--- config.mk ---
export PLATFORM = sky130hd
export DESIGN_NAME = six_step_open_loop_commutator
export DESIGN_NICKNAME = d
export VERILOG_FILES = /design/src/sv/sscom_pkg.sv /design/src/sv/sscom_turn_reduce.sv /design/src/sv/sscom_sector_map.sv /design/src/sv/six_step_open_loop_commutator.sv
export SDC_FILE = /design/constraint.sdc
export NUM_CORES = 2
export LEC_CHECK = 0
export BUFFER_PORTS_ARGS = -buffer_cell sky130_fd_sc_hd__buf_2
export CORE_AREA = 2 2 257 259
export CTS_CLUSTER_SIZE = 20
export DETAILED_ROUTE_END_ITERATION = 7
export DIE_AREA = 0 0 259 261
export PLACE_DENSITY = 0.8
export REMOVE_ABC_BUFFERS = 1
export SYNTH_ARGS = -nofsm -noshare
export SYNTH_HDL_FRONTEND = slang
export SYNTH_SLANG_ARGS = --single-unit
--- constraint.sdc ---
create_clock -name clock -period 21.8 [get_ports clock]
set_input_delay 2.18 -clock clock [delete_from_list [all_inputs] [get_ports clock]]
set_output_delay 2.18 -clock clock [all_outputs]
set_load 0.03 [all_outputs]
--- src/sv/sscom_pkg.sv ---
// Shared constants and types for the six-step open-loop commutator.
`default_nettype none

package sscom_pkg;

   // Field and port widths
   localparam int SPEED_W           = 21;
   localparam int RATE_W            = 17;
   localparam int TICKS_W           = 24;
   localparam int ANGLE_W           = 12;
   localparam int DUTY_W            = 11;
   localparam int CSR_DATA_W        = 21;
   localparam int REQ_DATA_W        = 24;
   localparam int RSP_DATA_W        = 48;

   // Default number of fraction bits in the angle accumulator
   localparam int FRAC_BITS_DEFAULT = 16;

   // Angles in tenth degrees
   localparam logic [ANGLE_W-1:0] TURN_TENTHS       = 12'd3600;
   localparam logic [ANGLE_W-1:0] SECTOR_TENTHS     = 12'd1200;
   localparam logic [ANGLE_W-1:0] TWO_SECTOR_TENTHS = 12'd2400;

   // PWM compare value at full duty
   localparam logic [DUTY_W-1:0]  PWM_TOP           = 11'd1999;

   // Register map
   typedef enum logic [0:0] {
      CSR_SPEED   = 1'b0,
      CSR_VOLTAGE = 1'b1
   } csr_index_type;

   // Pipeline control handed to a sub-pipeline
   typedef struct packed {
      logic advance;
      logic valid;
   } pipe_ctl_type;

   // Output of one phase
   typedef struct packed {
      logic [DUTY_W-1:0] duty;
      logic              drive;
   } phase_drive_type;

endpackage

`default_nettype wire

--- src/sv/sscom_turn_reduce.sv ---
// Speed times elapsed ticks, reduced modulo one electrical turn over four stages.
`default_nettype none

module sscom_turn_reduce #(
   parameter int FRAC_BITS = sscom_pkg::FRAC_BITS_DEFAULT
) (
   input  wire                                            clock,
   input  wire                                            reset,
   input  sscom_pkg::pipe_ctl_type                        ctl,
   input  wire  [sscom_pkg::TICKS_W-1:0]                  ticks,
   input  wire  signed [sscom_pkg::SPEED_W-1:0]           speed,
   output logic                                           delta_valid,
   output logic [sscom_pkg::ANGLE_W+FRAC_BITS-1:0]        delta
);

   localparam int ACC_W    = sscom_pkg::ANGLE_W + FRAC_BITS;
   localparam int PROD_W   = sscom_pkg::SPEED_W + sscom_pkg::TICKS_W;
   localparam int XW       = PROD_W - FRAC_BITS;
   localparam int XL_W     = 16;
   localparam int XH_W     = XW - XL_W;
   localparam longint TURN_L = longint'(sscom_pkg::TURN_TENTHS);
   // weight of the upper part modulo a turn: 2^16 mod 3600
   localparam longint LOW_WEIGHT_L = (longint'(1) << XL_W) % TURN_L;
   localparam int LOW_WEIGHT_W = $clog2(LOW_WEIGHT_L + 1);
   localparam logic [LOW_WEIGHT_W-1:0] LOW_WEIGHT = LOW_WEIGHT_W'(LOW_WEIGHT_L);
   localparam int YW_BASE  = (XH_W + LOW_WEIGHT_W > XL_W) ? XH_W + LOW_WEIGHT_W : XL_W;
   localparam int YW       = YW_BASE + 1;
   // reciprocal of a turn, scaled by 2^YW
   localparam longint RECIP_L = (longint'(1) << YW) / TURN_L;
   localparam int RECIP_W  = YW - 11;
   localparam int Q_W      = YW - 11;
   localparam int QP_W     = YW + RECIP_W;
   localparam logic [RECIP_W-1:0] RECIP = RECIP_W'(RECIP_L);
   // flipping the sign bit of the upper part adds 2^(XH_W-1); this is its weight mod a turn
   localparam longint BIAS_L = ((longint'(1) << (XH_W - 1)) * LOW_WEIGHT_L) % TURN_L;
   localparam logic [sscom_pkg::ANGLE_W-1:0] BIAS_MOD = sscom_pkg::ANGLE_W'(BIAS_L);
   localparam logic [sscom_pkg::ANGLE_W-1:0] BIAS_COMP = sscom_pkg::TURN_TENTHS - BIAS_MOD;
   localparam logic [ACC_W:0] TURN_FIXED = (ACC_W+1)'(sscom_pkg::TURN_TENTHS) << FRAC_BITS;

   // product stage
   logic signed [sscom_pkg::TICKS_W:0] ticks_s;
   logic signed [PROD_W-1:0]           prod_in;
   logic signed [PROD_W-1:0]           prod_ff;
   logic                               v_prod_ff;

   // fold stage
   logic [XL_W-1:0]      xl;
   logic [XH_W-1:0]      xh_u;
   logic [YW-1:0]        fold_in;
   logic [YW-1:0]        fold_ff;
   logic [FRAC_BITS-1:0] frac_fold_ff;
   logic                 v_fold_ff;

   // quotient stage
   logic [QP_W-1:0]      qprod;
   logic [Q_W-1:0]       quot_ff;
   logic [YW-1:0]        fold_q_ff;
   logic [FRAC_BITS-1:0] frac_q_ff;
   logic                 v_quot_ff;

   // remainder stage
   logic [YW-1:0]                    rem_full;
   logic [sscom_pkg::ANGLE_W:0]      rem;
   logic [sscom_pkg::ANGLE_W-1:0]    rem1;
   logic [sscom_pkg::ANGLE_W-1:0]    rem2;
   logic [ACC_W-1:0]                 delta_in;
   logic [ACC_W-1:0]                 delta_ff;
   logic                             delta_valid_ff;

   // signed 21 x unsigned 24 product
   assign ticks_s = {1'b0, ticks};
   assign prod_in = PROD_W'(speed) * PROD_W'(ticks_s);

   // floor(prod / 2^F) split in two; the upper part is biased to unsigned
   assign xl      = prod_ff[FRAC_BITS+XL_W-1:FRAC_BITS];
   assign xh_u    = {~prod_ff[PROD_W-1], prod_ff[PROD_W-2:FRAC_BITS+XL_W]};
   assign fold_in = YW'(xh_u) * YW'(LOW_WEIGHT) + YW'(xl);

   // quotient estimate, at most one short
   assign qprod = QP_W'(fold_ff) * QP_W'(RECIP);

   // remainder, one correction, then remove the bias
   assign rem_full = fold_q_ff - YW'(quot_ff) * YW'(sscom_pkg::TURN_TENTHS);
   assign rem      = rem_full[sscom_pkg::ANGLE_W:0];
   assign rem1     = (rem >= {1'b0, sscom_pkg::TURN_TENTHS})
                     ? sscom_pkg::ANGLE_W'(rem - {1'b0, sscom_pkg::TURN_TENTHS})
                     : rem[sscom_pkg::ANGLE_W-1:0];
   assign rem2     = (rem1 >= BIAS_MOD) ? rem1 - BIAS_MOD : rem1 + BIAS_COMP;
   assign delta_in = {rem2, frac_q_ff};

   // stage valids
   always_ff @(posedge clock) begin
      if (reset) begin
         v_prod_ff      <= 1'b0;
         v_fold_ff      <= 1'b0;
         v_quot_ff      <= 1'b0;
         delta_valid_ff <= 1'b0;
      end else if (ctl.advance) begin
         v_prod_ff      <= ctl.valid;
         v_fold_ff      <= v_prod_ff;
         v_quot_ff      <= v_fold_ff;
         delta_valid_ff <= v_quot_ff;
      end
   end

   // stage payload
   always_ff @(posedge clock) begin
      if (ctl.advance) begin
         prod_ff      <= prod_in;
         fold_ff      <= fold_in;
         frac_fold_ff <= prod_ff[FRAC_BITS-1:0];
         quot_ff      <= qprod[YW+Q_W-1:YW];
         fold_q_ff    <= fold_ff;
         frac_q_ff    <= frac_fold_ff;
         delta_ff     <= delta_in;
      end
   end

   assign delta_valid = delta_valid_ff;
   assign delta       = delta_ff;

`ifndef NO_ASSERTIONS
   // quotient estimate never more than one short
   a_quot_close: assert property (@(posedge clock) disable iff (reset)
      v_quot_ff |-> (rem_full < YW'(2) * YW'(sscom_pkg::TURN_TENTHS)))
      else $error("quotient estimate off by more than one");

   // every step handed on lies within one turn
   a_delta_range: assert property (@(posedge clock) disable iff (reset)
      delta_valid_ff |-> ({1'b0, delta_ff} < TURN_FIXED))
      else $error("reduced step outside one turn");
`endif

endmodule

`default_nettype wire

--- src/sv/sscom_sector_map.sv ---
// Maps the electrical angle to duty and drive enable of phases U, V and W.
`default_nettype none

module sscom_sector_map (
   input  wire  [sscom_pkg::ANGLE_W-1:0] angle,
   input  wire  [sscom_pkg::DUTY_W-1:0]  duty_hi,
   output sscom_pkg::phase_drive_type    u_out,
   output sscom_pkg::phase_drive_type    v_out,
   output sscom_pkg::phase_drive_type    w_out
);

   logic [sscom_pkg::ANGLE_W-1:0] v_angle;
   logic [sscom_pkg::ANGLE_W-1:0] w_angle;

   // lower sector drives at duty_hi, middle floats, upper drives low
   function automatic sscom_pkg::phase_drive_type map_phase(
      input logic [sscom_pkg::ANGLE_W-1:0] ph,
      input logic [sscom_pkg::DUTY_W-1:0]  hi
   );
      sscom_pkg::phase_drive_type res;
      if (ph < sscom_pkg::SECTOR_TENTHS) begin
         res.duty  = hi;
         res.drive = 1'b1;
      end else if (ph < sscom_pkg::TWO_SECTOR_TENTHS) begin
         res.duty  = '0;
         res.drive = 1'b0;
      end else begin
         res.duty  = '0;
         res.drive = 1'b1;
      end
      return res;
   endfunction

   // phase offsets of +120 and +240 degrees, wrapped into one turn
   assign v_angle = (angle < sscom_pkg::TWO_SECTOR_TENTHS)
                    ? angle + sscom_pkg::SECTOR_TENTHS
                    : angle - sscom_pkg::TWO_SECTOR_TENTHS;
   assign w_angle = (angle < sscom_pkg::SECTOR_TENTHS)
                    ? angle + sscom_pkg::TWO_SECTOR_TENTHS
                    : angle - sscom_pkg::SECTOR_TENTHS;

   assign u_out = map_phase(angle, duty_hi);
   assign v_out = map_phase(v_angle, duty_hi);
   assign w_out = map_phase(w_angle, duty_hi);

endmodule

`default_nettype wire

--- src/sv/six_step_open_loop_commutator.sv ---
// Throughput: one word per cycle; seven register stages (input, product, fold,
// quotient, remainder, angle accumulator, result) advance together and stall as one.
// Reset (synchronous, active high) clears the angle to 0, speed and duty to 0,
// and empties the pipeline.
`default_nettype none

module six_step_open_loop_commutator #(
   parameter int FRAC_BITS = sscom_pkg::FRAC_BITS_DEFAULT
) (
   input  wire                                    clock,
   input  wire                                    reset,
   // input stream
   input  wire                                    req_tvalid,
   output logic                                   req_tready,
   input  wire  [sscom_pkg::REQ_DATA_W-1:0]       req_tdata,  // [23:0] elapsed_ticks
   // result stream
   output logic                                   rsp_tvalid,
   input  wire                                    rsp_tready,
   // [11:0] angle_tenths, [22:12] u_duty, [33:23] v_duty, [44:34] w_duty,
   // [45] u_drive, [46] v_drive, [47] w_drive
   output logic [sscom_pkg::RSP_DATA_W-1:0]       rsp_tdata,
   // configuration write
   input  wire                                    csr_valid,
   output logic                                   csr_ready,
   input  wire  [0:0]                             csr_index,
   input  wire  [sscom_pkg::CSR_DATA_W-1:0]       csr_data
);

   localparam int ACC_W     = sscom_pkg::ANGLE_W + FRAC_BITS;
   localparam int RATE_FRAC = sscom_pkg::RATE_W - 1;
   localparam int SCALED_W  = sscom_pkg::DUTY_W + RATE_FRAC;
   localparam logic [ACC_W:0] TURN_FIXED = (ACC_W+1)'(sscom_pkg::TURN_TENTHS) << FRAC_BITS;

   // configuration
   logic signed [sscom_pkg::SPEED_W-1:0] speed_ff;
   logic [sscom_pkg::DUTY_W-1:0]         duty_hi_ff;

   // pipeline control
   logic                                 advance;
   logic                                 in_valid_ff;
   logic [sscom_pkg::TICKS_W-1:0]        ticks_ff;
   sscom_pkg::pipe_ctl_type              reduce_ctl;

   // accumulator
   logic                                 delta_valid;
   logic [ACC_W-1:0]                     delta;
   logic [ACC_W:0]                       acc_sum;
   logic [ACC_W-1:0]                     acc_in;
   logic [ACC_W-1:0]                     acc_ff;
   logic                                 acc_valid_ff;

   // result
   sscom_pkg::phase_drive_type           u_map;
   sscom_pkg::phase_drive_type           v_map;
   sscom_pkg::phase_drive_type           w_map;
   logic                                 rsp_valid_ff;
   logic [sscom_pkg::ANGLE_W-1:0]        rsp_angle_ff;
   sscom_pkg::phase_drive_type           rsp_u_ff;
   sscom_pkg::phase_drive_type           rsp_v_ff;
   sscom_pkg::phase_drive_type           rsp_w_ff;

   // duty at full drive, saturating at PWM_TOP
   function automatic logic [sscom_pkg::DUTY_W-1:0] duty_from_rate(
      input logic [sscom_pkg::RATE_W-1:0] rate
   );
      logic [SCALED_W-1:0] scaled;
      scaled = SCALED_W'(sscom_pkg::PWM_TOP) * SCALED_W'(rate[RATE_FRAC-1:0]);
      if (rate[RATE_FRAC]) begin
         return sscom_pkg::PWM_TOP;
      end
      return scaled[SCALED_W-1:RATE_FRAC];
   endfunction

   // configuration registers
   assign csr_ready = 1'b1;

   always_ff @(posedge clock) begin
      if (reset) begin
         speed_ff   <= '0;
         duty_hi_ff <= '0;
      end else if (csr_valid) begin
         unique case (sscom_pkg::csr_index_type'(csr_index))
            sscom_pkg::CSR_SPEED: begin
               speed_ff <= csr_data[sscom_pkg::SPEED_W-1:0];
            end
            sscom_pkg::CSR_VOLTAGE: begin
               duty_hi_ff <= duty_from_rate(csr_data[sscom_pkg::RATE_W-1:0]);
            end
         endcase
      end
   end

   // whole pipeline moves when the result register is free or being taken
   assign advance    = !rsp_valid_ff || rsp_tready;
   assign req_tready = advance;

   // input register
   always_ff @(posedge clock) begin
      if (reset) begin
         in_valid_ff <= 1'b0;
      end else if (advance) begin
         in_valid_ff <= req_tvalid;
      end
   end

   always_ff @(posedge clock) begin
      if (advance) begin
         ticks_ff <= req_tdata[sscom_pkg::TICKS_W-1:0];
      end
   end

   assign reduce_ctl.advance = advance;
   assign reduce_ctl.valid   = in_valid_ff;

   sscom_turn_reduce #(
      .FRAC_BITS (FRAC_BITS)
   ) u_turn_reduce (
      .clock       (clock),
      .reset       (reset),
      .ctl         (reduce_ctl),
      .ticks       (ticks_ff),
      .speed       (speed_ff),
      .delta_valid (delta_valid),
      .delta       (delta)
   );

   // angle accumulator: both terms below one turn, one subtract wraps
   assign acc_sum = {1'b0, acc_ff} + {1'b0, delta};
   assign acc_in  = (acc_sum >= TURN_FIXED) ? ACC_W'(acc_sum - TURN_FIXED)
                                            : acc_sum[ACC_W-1:0];

   always_ff @(posedge clock) begin
      if (reset) begin
         acc_ff       <= '0;
         acc_valid_ff <= 1'b0;
      end else if (advance) begin
         acc_valid_ff <= delta_valid;
         if (delta_valid) begin
            acc_ff <= acc_in;
         end
      end
   end

   // sector decode of the current angle
   sscom_sector_map u_sector_map (
      .angle   (acc_ff[ACC_W-1:FRAC_BITS]),
      .duty_hi (duty_hi_ff),
      .u_out   (u_map),
      .v_out   (v_map),
      .w_out   (w_map)
   );

   // result register
   always_ff @(posedge clock) begin
      if (reset) begin
         rsp_valid_ff <= 1'b0;
      end else if (advance) begin
         rsp_valid_ff <= acc_valid_ff;
      end
   end

   always_ff @(posedge clock) begin
      if (advance) begin
         rsp_angle_ff <= acc_ff[ACC_W-1:FRAC_BITS];
         rsp_u_ff     <= u_map;
         rsp_v_ff     <= v_map;
         rsp_w_ff     <= w_map;
      end
   end

   assign rsp_tvalid = rsp_valid_ff;
   assign rsp_tdata  = {rsp_w_ff.drive, rsp_v_ff.drive, rsp_u_ff.drive,
                        rsp_w_ff.duty, rsp_v_ff.duty, rsp_u_ff.duty, rsp_angle_ff};

`ifndef NO_ASSERTIONS
   // accumulated angle stays within one turn
   a_acc_range: assert property (@(posedge clock) disable iff (reset)
      {1'b0, acc_ff} < TURN_FIXED)
      else $error("angle accumulator outside one turn");

   // angle only moves when a step passes the accumulator
   a_acc_hold: assert property (@(posedge clock) disable iff (reset)
      !(advance && delta_valid) |=> $stable(acc_ff))
      else $error("angle changed without a step");

   // six-step drive: exactly two phases driven in every result word
   a_two_driven: assert property (@(posedge clock) disable iff (reset)
      rsp_valid_ff |-> ($countones({rsp_u_ff.drive, rsp_v_ff.drive, rsp_w_ff.drive}) == 2))
      else $error("drive pattern is not two of three phases");

   // result angle is the accumulator value of the word that moved on
   a_rsp_angle: assert property (@(posedge clock) disable iff (reset)
      (advance && acc_valid_ff) |=> (rsp_angle_ff == $past(acc_ff[ACC_W-1:FRAC_BITS])))
      else $error("result angle does not match accumulator");
`endif

endmodule

`default_nettype wire
== After elaboration in Yosys (flattened, before gate mapping) ==
Cells that the tools add are included.

* Bits in registers: 294
* Latch bits: 0
* Bits in writable memories: 0
* Bits in read-only memories: 0
* Output and inout port bits: 51
* Logic and storage cells: 74
* Memories: 0

* Add/sub/neg operators: 11
* $mul: 5
* Div/mod/pow operators: 0
* Magnitude comparators: 9
* Eq/ne operators: 0
* Shift-type cells: 0
* Muxes and demuxes: 17
* Bitwise operators: 2
* Reduce and logical (&&, ||, !) cells: 5

{| class="wikitable"
|+ Operator list
! kind !! count
|-
| $mux W12 || 7
|-
| $mul A21 B25 Y45 || 1
|-
| $lt A12 B11 Y1 const B || 3
|-
| $lt A12 B12 Y1 const B || 3
|-
| $mul A24 B11 Y35 const B || 1
|-
| $add A28 B28 Y29 || 1
|-
| $ge A29 B28 Y1 const B || 1
|-
| $mux W28 || 1
|-
| $sub A28 B28 Y28 const B || 1
|-
| $mul A11 B16 Y27 const A || 1
|-
| $add A12 B12 Y12 const B || 2
|-
| $add A23 B16 Y24 || 1
|-
| $sub A12 B11 Y12 const B || 2
|-
| $sub A12 B12 Y12 const B || 2
|-
| $mux W11 || 2
|-
| $mul A13 B5 Y18 const B || 1
|-
| $ge A13 B12 Y1 const B || 1
|-
| $mul A13 B8 Y9 const B || 1
|-
| $sub A13 B13 Y13 || 1
|-
| $add A12 B11 Y12 const B || 1
|-
| $ge A12 B11 Y1 const B || 1
|-
| $mux W1 || 7
|-
| $reduce_and A2 Y1 || 3
|-
| $not A1 Y1 || 2
|-
| 2 further kinds || 2
|}

== Depth between registers and ports, before layout ==
* Depth after elaboration: 6
* Depth in mapped cells: 28
* Mapped depth without buffers: 27

== Cells and area by module ==
From an unflattened synthesis, not the netlist that was laid out.

* Cells, all modules: 4,043
* Area total of the unflattened synthesis: 39,470.4 um^2

{| class="wikitable"
|+ By module, submodules not included
! module !! instances !! cells each !! area each (um^2) !! seq. area each (um^2)
|-
| sscom_turn_reduce || 1 || 2,846 || 28,172.0 || 4,614.4
|-
| six_step_open_loop_commutator || 1 || 1,024 || 10,239.8 || 3,423.3
|-
| sscom_sector_map || 1 || 173 || 1,058.5 || 0.0
|}

== Worst setup path after synthesis ==
Ideal clock, no wire load.

* Kind: input -> register
* Start: input rsp_tready
* End: register acc_ff[16]
* Library setup time: 0.132 ns
* Arrival: 9.187 ns
* Data required time: 21.668 ns
* Slack: 12.481 ns
* Stages on the path: 8
* Path buffers: 3
* Cells stage by stage: nor2b_1 clkbuf_1 clkinv_1 and2_1 clkbuf_1 clkbuf_1 o311ai_0 a21oi_1

* Longest elaborated chain between the ends: 2

{| class="wikitable"
|+ RTL lines
! element !! line !! source
|-
| start: declaration || six_step_open_loop_commutator.sv:18 || <nowiki>input wire rsp_tready,</nowiki>
|-
| $logic_or A1 B1 Y1 || six_step_open_loop_commutator.sv:94 || <nowiki>assign advance = !rsp_valid_ff || rsp_tready;</nowiki>
|-
| named net req_tready || six_step_open_loop_commutator.sv:14 || <nowiki>output logic req_tready,</nowiki>
|-
| $reduce_and A2 Y1 (no source line) || n/a ||
|-
| end signal: assignment || six_step_open_loop_commutator.sv:139 || <nowiki>acc_ff <= acc_in;</nowiki>
|-
| end: declaration || six_step_open_loop_commutator.sv:49 || <nowiki>logic [ACC_W-1:0] acc_ff;</nowiki>
|}

The timed path passes the listed nets, and every way through them passes these cells.
A chain may end at the register's enable or synchronous reset.

== Worst setup path in the final report ==
* Start: register speed_ff[4] in the netlist's numbering
* End: register u_turn_reduce.prod_ff[44], data pin

* Longest elaborated chain between the ends: 1

{| class="wikitable"
|+ RTL lines
! element !! line !! source
|-
| start: declaration || six_step_open_loop_commutator.sv:35 || <nowiki>logic signed [sscom_pkg::SPEED_W-1:0] speed_ff;</nowiki>
|-
| start signal: assignment || six_step_open_loop_commutator.sv:84 || <nowiki>speed_ff <= csr_data[sscom_pkg::SPEED_W-1:0];</nowiki>
|-
| $mul A21 B25 Y45 || sscom_turn_reduce.sv:72 || <nowiki>assign prod_in = PROD_W'(speed) * PROD_W'(ticks_s);</nowiki>
|-
| named net u_turn_reduce.prod_in[44] || sscom_turn_reduce.sv:42 || <nowiki>logic signed [PROD_W-1:0] prod_in;</nowiki>
|-
| end signal: assignment || sscom_turn_reduce.sv:109 || <nowiki>prod_ff <= prod_in;</nowiki>
|-
| end: declaration || sscom_turn_reduce.sv:43 || <nowiki>logic signed [PROD_W-1:0] prod_ff;</nowiki>
|}

The timed path passes the listed nets, and every way through them passes these cells.

==> impl_results.html <==
<table>
<tr><th>Metric</th><th>Value</th></tr>
<tr><th colspan="2">Critical path</th></tr>
<tr><td>Total buffers and inverters traversed by the critical path</td><td>4</td></tr>
<tr><td>Family with the most delay on the worst path</td><td>adder cells</td></tr>
<tr><td>Launching element type of the critical path</td><td>flop</td></tr>
<tr><td>Logic depth of the worst setup path including buffers</td><td>23</td></tr>
<tr><td>Element type at the critical path end</td><td>flop</td></tr>
<tr><td>Critical path class</td><td>flop to flop</td></tr>
<tr><td>Path depth of the worst reg2reg path</td><td>23</td></tr>
<tr><td>Largest fanout on the critical path</td><td>25</td></tr>
<tr><td>CP cell instances</td><td>and2_1 &gt; fa_1 &gt; fa_1 &gt; inv_1 &gt; fa_1 &gt; inv_1 &gt; fa_1 &gt; fa_1 &gt; fa_1 &gt; inv_1 &gt; fa_1 &gt; inv_1 &gt; ha_1 &gt; nand3_1 &gt; nor3_1 &gt; a21oi_1 &gt; o32a_1 &gt; a31o_2 &gt; o21ai_1 &gt; nor4_1 &gt; o41a_1 &gt; o21ai_1 &gt; xnor2_1</td></tr>
<tr><td>Crit path required time</td><td>between 20 and 25 ns</td></tr>
<tr><td>Cell at the slowest stage of the critical path</td><td>sky130_fd_sc_hd__dfxtp_1</td></tr>
<tr><td>Cell occurring most often along the worst timing path</td><td>sky130_fd_sc_hd__fa_1</td></tr>
<tr><td>CP arrival</td><td>around 8.2 ns</td></tr>
<tr><td>Maximum cell stage delay along the critical path</td><td>0.90 ns</td></tr>
<tr><th colspan="2">Finish</th></tr>
<tr><td>Net count reported at finish</td><td>5037</td></tr>
<tr><td>Area taken by flip-flops and latches</td><td>about 0.008 mm2</td></tr>
<tr><td>Non-filler instance count after layout</td><td>around 4.8k</td></tr>
<tr><td>Share of layout cells above drive strength 1</td><td>just over 5%</td></tr>
<tr><td>Leading cell types in the layout, fill and taps excluded</td><td>sky130_fd_sc_hd__inv_1, sky130_fd_sc_hd__fa_1, sky130_fd_sc_hd__ha_1</td></tr>
<tr><td>Area of the multi-input gates</td><td>~0.027 mm2</td></tr>
<tr><td>Layout Area Growth over Synthesis</td><td>6.05%</td></tr>
<tr><td>FILL cells</td><td>approximately 5.1k</td></tr>
<tr><td>Most common cell after layout, fill and taps aside</td><td>sky130_fd_sc_hd__inv_1</td></tr>
<tr><th colspan="2">Floorplanning</th></tr>
<tr><td>Initial standard-cell utilization of the core</td><td>between 50% and 60%</td></tr>
<tr><td>Overall die width</td><td>approximately 260 um</td></tr>
<tr><td># rows</td><td>94</td></tr>
<tr><td># IOs</td><td>just over 100</td></tr>
<tr><td>Die Area</td><td>between 0.06 and 0.07 mm2</td></tr>
<tr><td>Die outline height</td><td>roughly 260 um</td></tr>
<tr><td>Core area</td><td>~0.065 mm2</td></tr>
<tr><th colspan="2">Route</th></tr>
<tr><td>Post-DR vias/cell</td><td>approximately 5.6</td></tr>
<tr><td>Average routed wire per standard cell</td><td>17.4 um</td></tr>
<tr><td>Drc violations</td><td>0</td></tr>
<tr><td>Detailed Route WL</td><td>between 80000 and 90000 um</td></tr>
<tr><td>Violation count after the first detailed-routing iteration</td><td>1560</td></tr>
<tr><td>Top Metal Used</td><td>met4</td></tr>
<tr><td>Metal3 WL</td><td>approximately 4400 um</td></tr>
<tr><td>Wire length the detailed router placed on met1</td><td>~33000 um</td></tr>
<tr><td>Detailed-routed wire length on met2</td><td>about 43000 um</td></tr>
<tr><td>Count of vias placed by the detailed router</td><td>26.8k</td></tr>
<tr><td>Residual antenna-violating net count after detailed routing</td><td>0</td></tr>
<tr><td>Detailed-routing iteration count for the pre-antenna-repair pass</td><td>8</td></tr>
<tr><th colspan="2">Placement</th></tr>
<tr><td>Half-perimeter wire length after detailed placement</td><td>between 60000 and 70000 um</td></tr>
<tr><td>Post-place setup slack</td><td>roughly 14 ns</td></tr>
<tr><td>Final RePlAce weighted congestion</td><td>just over 0.9</td></tr>
<tr><td>Number of placed cells counting well taps</td><td>between 4k and 5k</td></tr>
<tr><td>Number of input and output port buffers inserted</td><td>100</td></tr>
<tr><th colspan="2">Hold path</th></tr>
<tr><td>Cells on Worst Hold Path</td><td>0</td></tr>
<tr><td>Path type of the worst min-delay path</td><td>flop to flop</td></tr>
<tr><th colspan="2">Clock network</th></tr>
<tr><td>CTS tree</td><td>yes</td></tr>
<tr><td>Number of buffers added by the clock tree synthesis step</td><td>35</td></tr>
<tr><td>Clock Path Buffers</td><td>3</td></tr>
<tr><td>H-tree levels</td><td>2</td></tr>
<tr><td>Number of post-CTS setup repair buffers</td><td>0</td></tr>
<tr><td>Hold buffers post-CTS</td><td>0</td></tr>
<tr><td>Sink count of the clock tree</td><td>290</td></tr>
<tr><td>Cells resized by post-CTS repair</td><td>0</td></tr>
<tr><td>Clock Pin Slew Worst Setup and Hold Paths</td><td>around 0.07 ns</td></tr>
<tr><td>Source-to-sink clock delay at the later pin of the worst-skew pair</td><td>0.56 ns</td></tr>
<tr><td>Cell chosen for the clock root</td><td>sky130_fd_sc_hd__clkbuf_16</td></tr>
<tr><th colspan="2">Timing</th></tr>
<tr><td>Post-Route Skew</td><td>approximately 0.022 ns</td></tr>
<tr><td>Clock period minus worst slack</td><td>between 7 and 8 ns</td></tr>
<tr><td>Transition at the pin with the smallest max-transition slack</td><td>around 1.2 ns</td></tr>
<tr><td>Final Slew Violations</td><td>0</td></tr>
<tr><td>Worst hold-check slack</td><td>0.408 ns</td></tr>
<tr><td>Final number of setup-violating endpoints</td><td>0</td></tr>
<tr><td>Least setup slack across all paths after layout</td><td>13.91 ns</td></tr>
<tr><td>Hold violation count in the final report</td><td>0</td></tr>
<tr><td>Final-layout setup total negative slack</td><td>0 ns</td></tr>
<tr><td>Final cycle utilization of the critical path</td><td>a little over a third</td></tr>
<tr><td>Upper clock frequency limit</td><td>about 130 MHz</td></tr>
<tr><td>RSZ-0062 raised after global routing</td><td>no</td></tr>
<tr><td>Tightest slew margin relative to the limit</td><td>between 20% and 30%</td></tr>
<tr><th colspan="2">GRT</th></tr>
<tr><td>Via count of the first global-routing pass</td><td>approximately 28k</td></tr>
<tr><td>GRT Total Usage</td><td>around 26%</td></tr>
<tr><td>Residual overflow from global routing</td><td>0</td></tr>
<tr><td>Pin count of the biggest net entering global routing</td><td>77</td></tr>
<tr><td>Number of antenna violations at the first check in global routing</td><td>1</td></tr>
<tr><td>Global-route wire length before repair</td><td>139000 um</td></tr>
<tr><th colspan="2">Synthesis</th></tr>
<tr><td>Most instantiated flip-flop cell in the synthesis netlist</td><td>sky130_fd_sc_hd__edfxtp_1</td></tr>
<tr><td>Number of flip-flops and latches in the synthesized netlist</td><td>just under 300</td></tr>
<tr><td>Proportion of register bits with asynchronous set or reset after synthesis</td><td>0%</td></tr>
<tr><td>Sequential fraction of the synthesis area</td><td>a little over a fifth</td></tr>
<tr><td>Yosys warning total</td><td>0</td></tr>
<tr><td>Mapped Avg Cell Area</td><td>9.92 um2</td></tr>
<tr><td>Mapped Cells</td><td>between 3k and 4k</td></tr>
<tr><td>Number of enable-type register cells in the synthesized netlist</td><td>~220</td></tr>
<tr><td>Distinct cells, synth</td><td>86</td></tr>
<tr><td>Synthesized area</td><td>a little under 0.04 mm2</td></tr>
<tr><th colspan="2">Status</th></tr>
<tr><td>Status</td><td>complete, no violations</td></tr>
<tr><th colspan="2">Run</th></tr>
<tr><td>Maxcap violations</td><td>0</td></tr>
</table>
-- final cells by class --
type                            count  share of cell area (%)
Timing Repair Buffer              122                    1.63
Tap cell                          864                    2.64
Clock buffer                       44                    2.22
Antenna cell                        1                 0.00611
Sequential cell                   290                    19.6
Inverter                          784                    7.20
Multi-Input combinational cell   2683                    66.2
Clock inverter                     18                   0.434
-- worst reg2reg max path: stages, from the launching register on --
cell	delay, ns
sky130_fd_sc_hd__dfxtp_1	0.90
sky130_fd_sc_hd__and2_1	0.28
sky130_fd_sc_hd__fa_1	0.45
sky130_fd_sc_hd__fa_1	0.52
sky130_fd_sc_hd__inv_1	0.05
sky130_fd_sc_hd__fa_1	0.48
sky130_fd_sc_hd__inv_1	0.05
sky130_fd_sc_hd__fa_1	0.51
sky130_fd_sc_hd__fa_1	0.52
sky130_fd_sc_hd__fa_1	0.55
sky130_fd_sc_hd__inv_1	0.06
sky130_fd_sc_hd__fa_1	0.54
sky130_fd_sc_hd__inv_1	0.05
sky130_fd_sc_hd__ha_1	0.37
sky130_fd_sc_hd__nand3_1	0.15
sky130_fd_sc_hd__nor3_1	0.21
sky130_fd_sc_hd__a21oi_1	0.20
sky130_fd_sc_hd__o32a_1	0.46
sky130_fd_sc_hd__a31o_2	0.28
sky130_fd_sc_hd__o21ai_1	0.23
sky130_fd_sc_hd__nor4_1	0.09
sky130_fd_sc_hd__o41a_1	0.46
sky130_fd_sc_hd__o21ai_1	0.16
sky130_fd_sc_hd__xnor2_1	0.07
-- registers in the layout, summed over array words and instances, names as in the netlist --
signal,count
u_turn_reduce.prod_ff,45
rsp_tdata,36
acc_ff,28
u_turn_reduce.delta,28
ticks_ff,24
u_turn_reduce.fold_ff,24
speed_ff,21
u_turn_reduce.frac_fold_ff,16
u_turn_reduce.frac_q_ff,16
u_turn_reduce.fold_q_ff,13
rsp_angle_ff,12
duty_hi_ff,11
u_turn_reduce.quot_ff,9
acc_valid_ff,1
in_valid_ff,1
rsp_tvalid,1
u_turn_reduce.delta_valid,1
u_turn_reduce.v_fold_ff,1
u_turn_reduce.v_prod_ff,1
u_turn_reduce.v_quot_ff,1
-- routing by layer --
layer / vias to the layer above / global-route usage [%]
li1: 12400 / -
met1: 13300 / 31.1
met2: 763 / 45.5
met3: 256 / 3.59
met4: 0 / 11.3
met5: - / 0
-- final timing paths --
kind	start	to	slack, ns
max	speed_ff[4]	u_turn_reduce.prod_ff[44]	13.91
min	u_turn_reduce.frac_q_ff[9]	u_turn_reduce.delta[9]	0.41
max reg2reg	speed_ff[4]	u_turn_reduce.prod_ff[44]	13.91
min reg2reg	u_turn_reduce.frac_q_ff[9]	u_turn_reduce.delta[9]	0.41
-- cell usage after synthesis, types with 18 or more instances --
master	n	share of area (%)
sky130_fd_sc_hd__a21o_1	50	0.97
sky130_fd_sc_hd__a21oi_1	159	2.1
sky130_fd_sc_hd__and2_1	252	4.1
sky130_fd_sc_hd__and3_1	18	0.29
sky130_fd_sc_hd__clkbuf_1	127	1.2
sky130_fd_sc_hd__dfxtp_1	67	3.5
sky130_fd_sc_hd__edfxtp_1	223	17
sky130_fd_sc_hd__fa_1	587	30
sky130_fd_sc_hd__ha_1	483	16
sky130_fd_sc_hd__inv_1	783	7.6
sky130_fd_sc_hd__nand2_1	404	3.9
sky130_fd_sc_hd__nand2b_1	30	0.49
sky130_fd_sc_hd__nand3_1	22	0.29
sky130_fd_sc_hd__nor2_1	108	1.0
sky130_fd_sc_hd__nor2b_1	37	0.60
sky130_fd_sc_hd__nor3_1	42	0.54
sky130_fd_sc_hd__o211ai_1	19	0.37
sky130_fd_sc_hd__o21a_1	22	0.43
sky130_fd_sc_hd__o21ai_0	73	0.95
sky130_fd_sc_hd__xnor2_1	95	2.2
sky130_fd_sc_hd__xor2_1	44	1.0
-- cell families (layout without fill, tap and decap cells) --
| family | count (synthesis) | in the layout | synth area share, % |
|---|---|---|---|
| multiplexers | 12 | 12 | 0.318 |
| XOR/XNOR | 139 | 139 | 3.15 |
| AO/OA/AOI/OAI | 475 | 475 | 8.07 |
| AND/OR/NAND/NOR | 986 | 986 | 12.6 |
| other | 1 | 2 | 0.00971 |
| buffers and inverters | 918 | 968 | 8.94 |
| flip-flops | 290 | 290 | 20.8 |
| adder cells (fa/ha/maj) | 1070 | 1070 | 46.1 |
-- metrics by stage --
step	area (um2)	utilization, %
floorplan	38100	-
global placement	39900	61.3
detailed placement	39900	61.3
CTS	40900	63.0
global route	40900	63.0
finish	40900	63.0
Power is left out: the tool's default activity adds up to more than one toggle a clock period on the data nets, which glitch-free logic cannot reach.
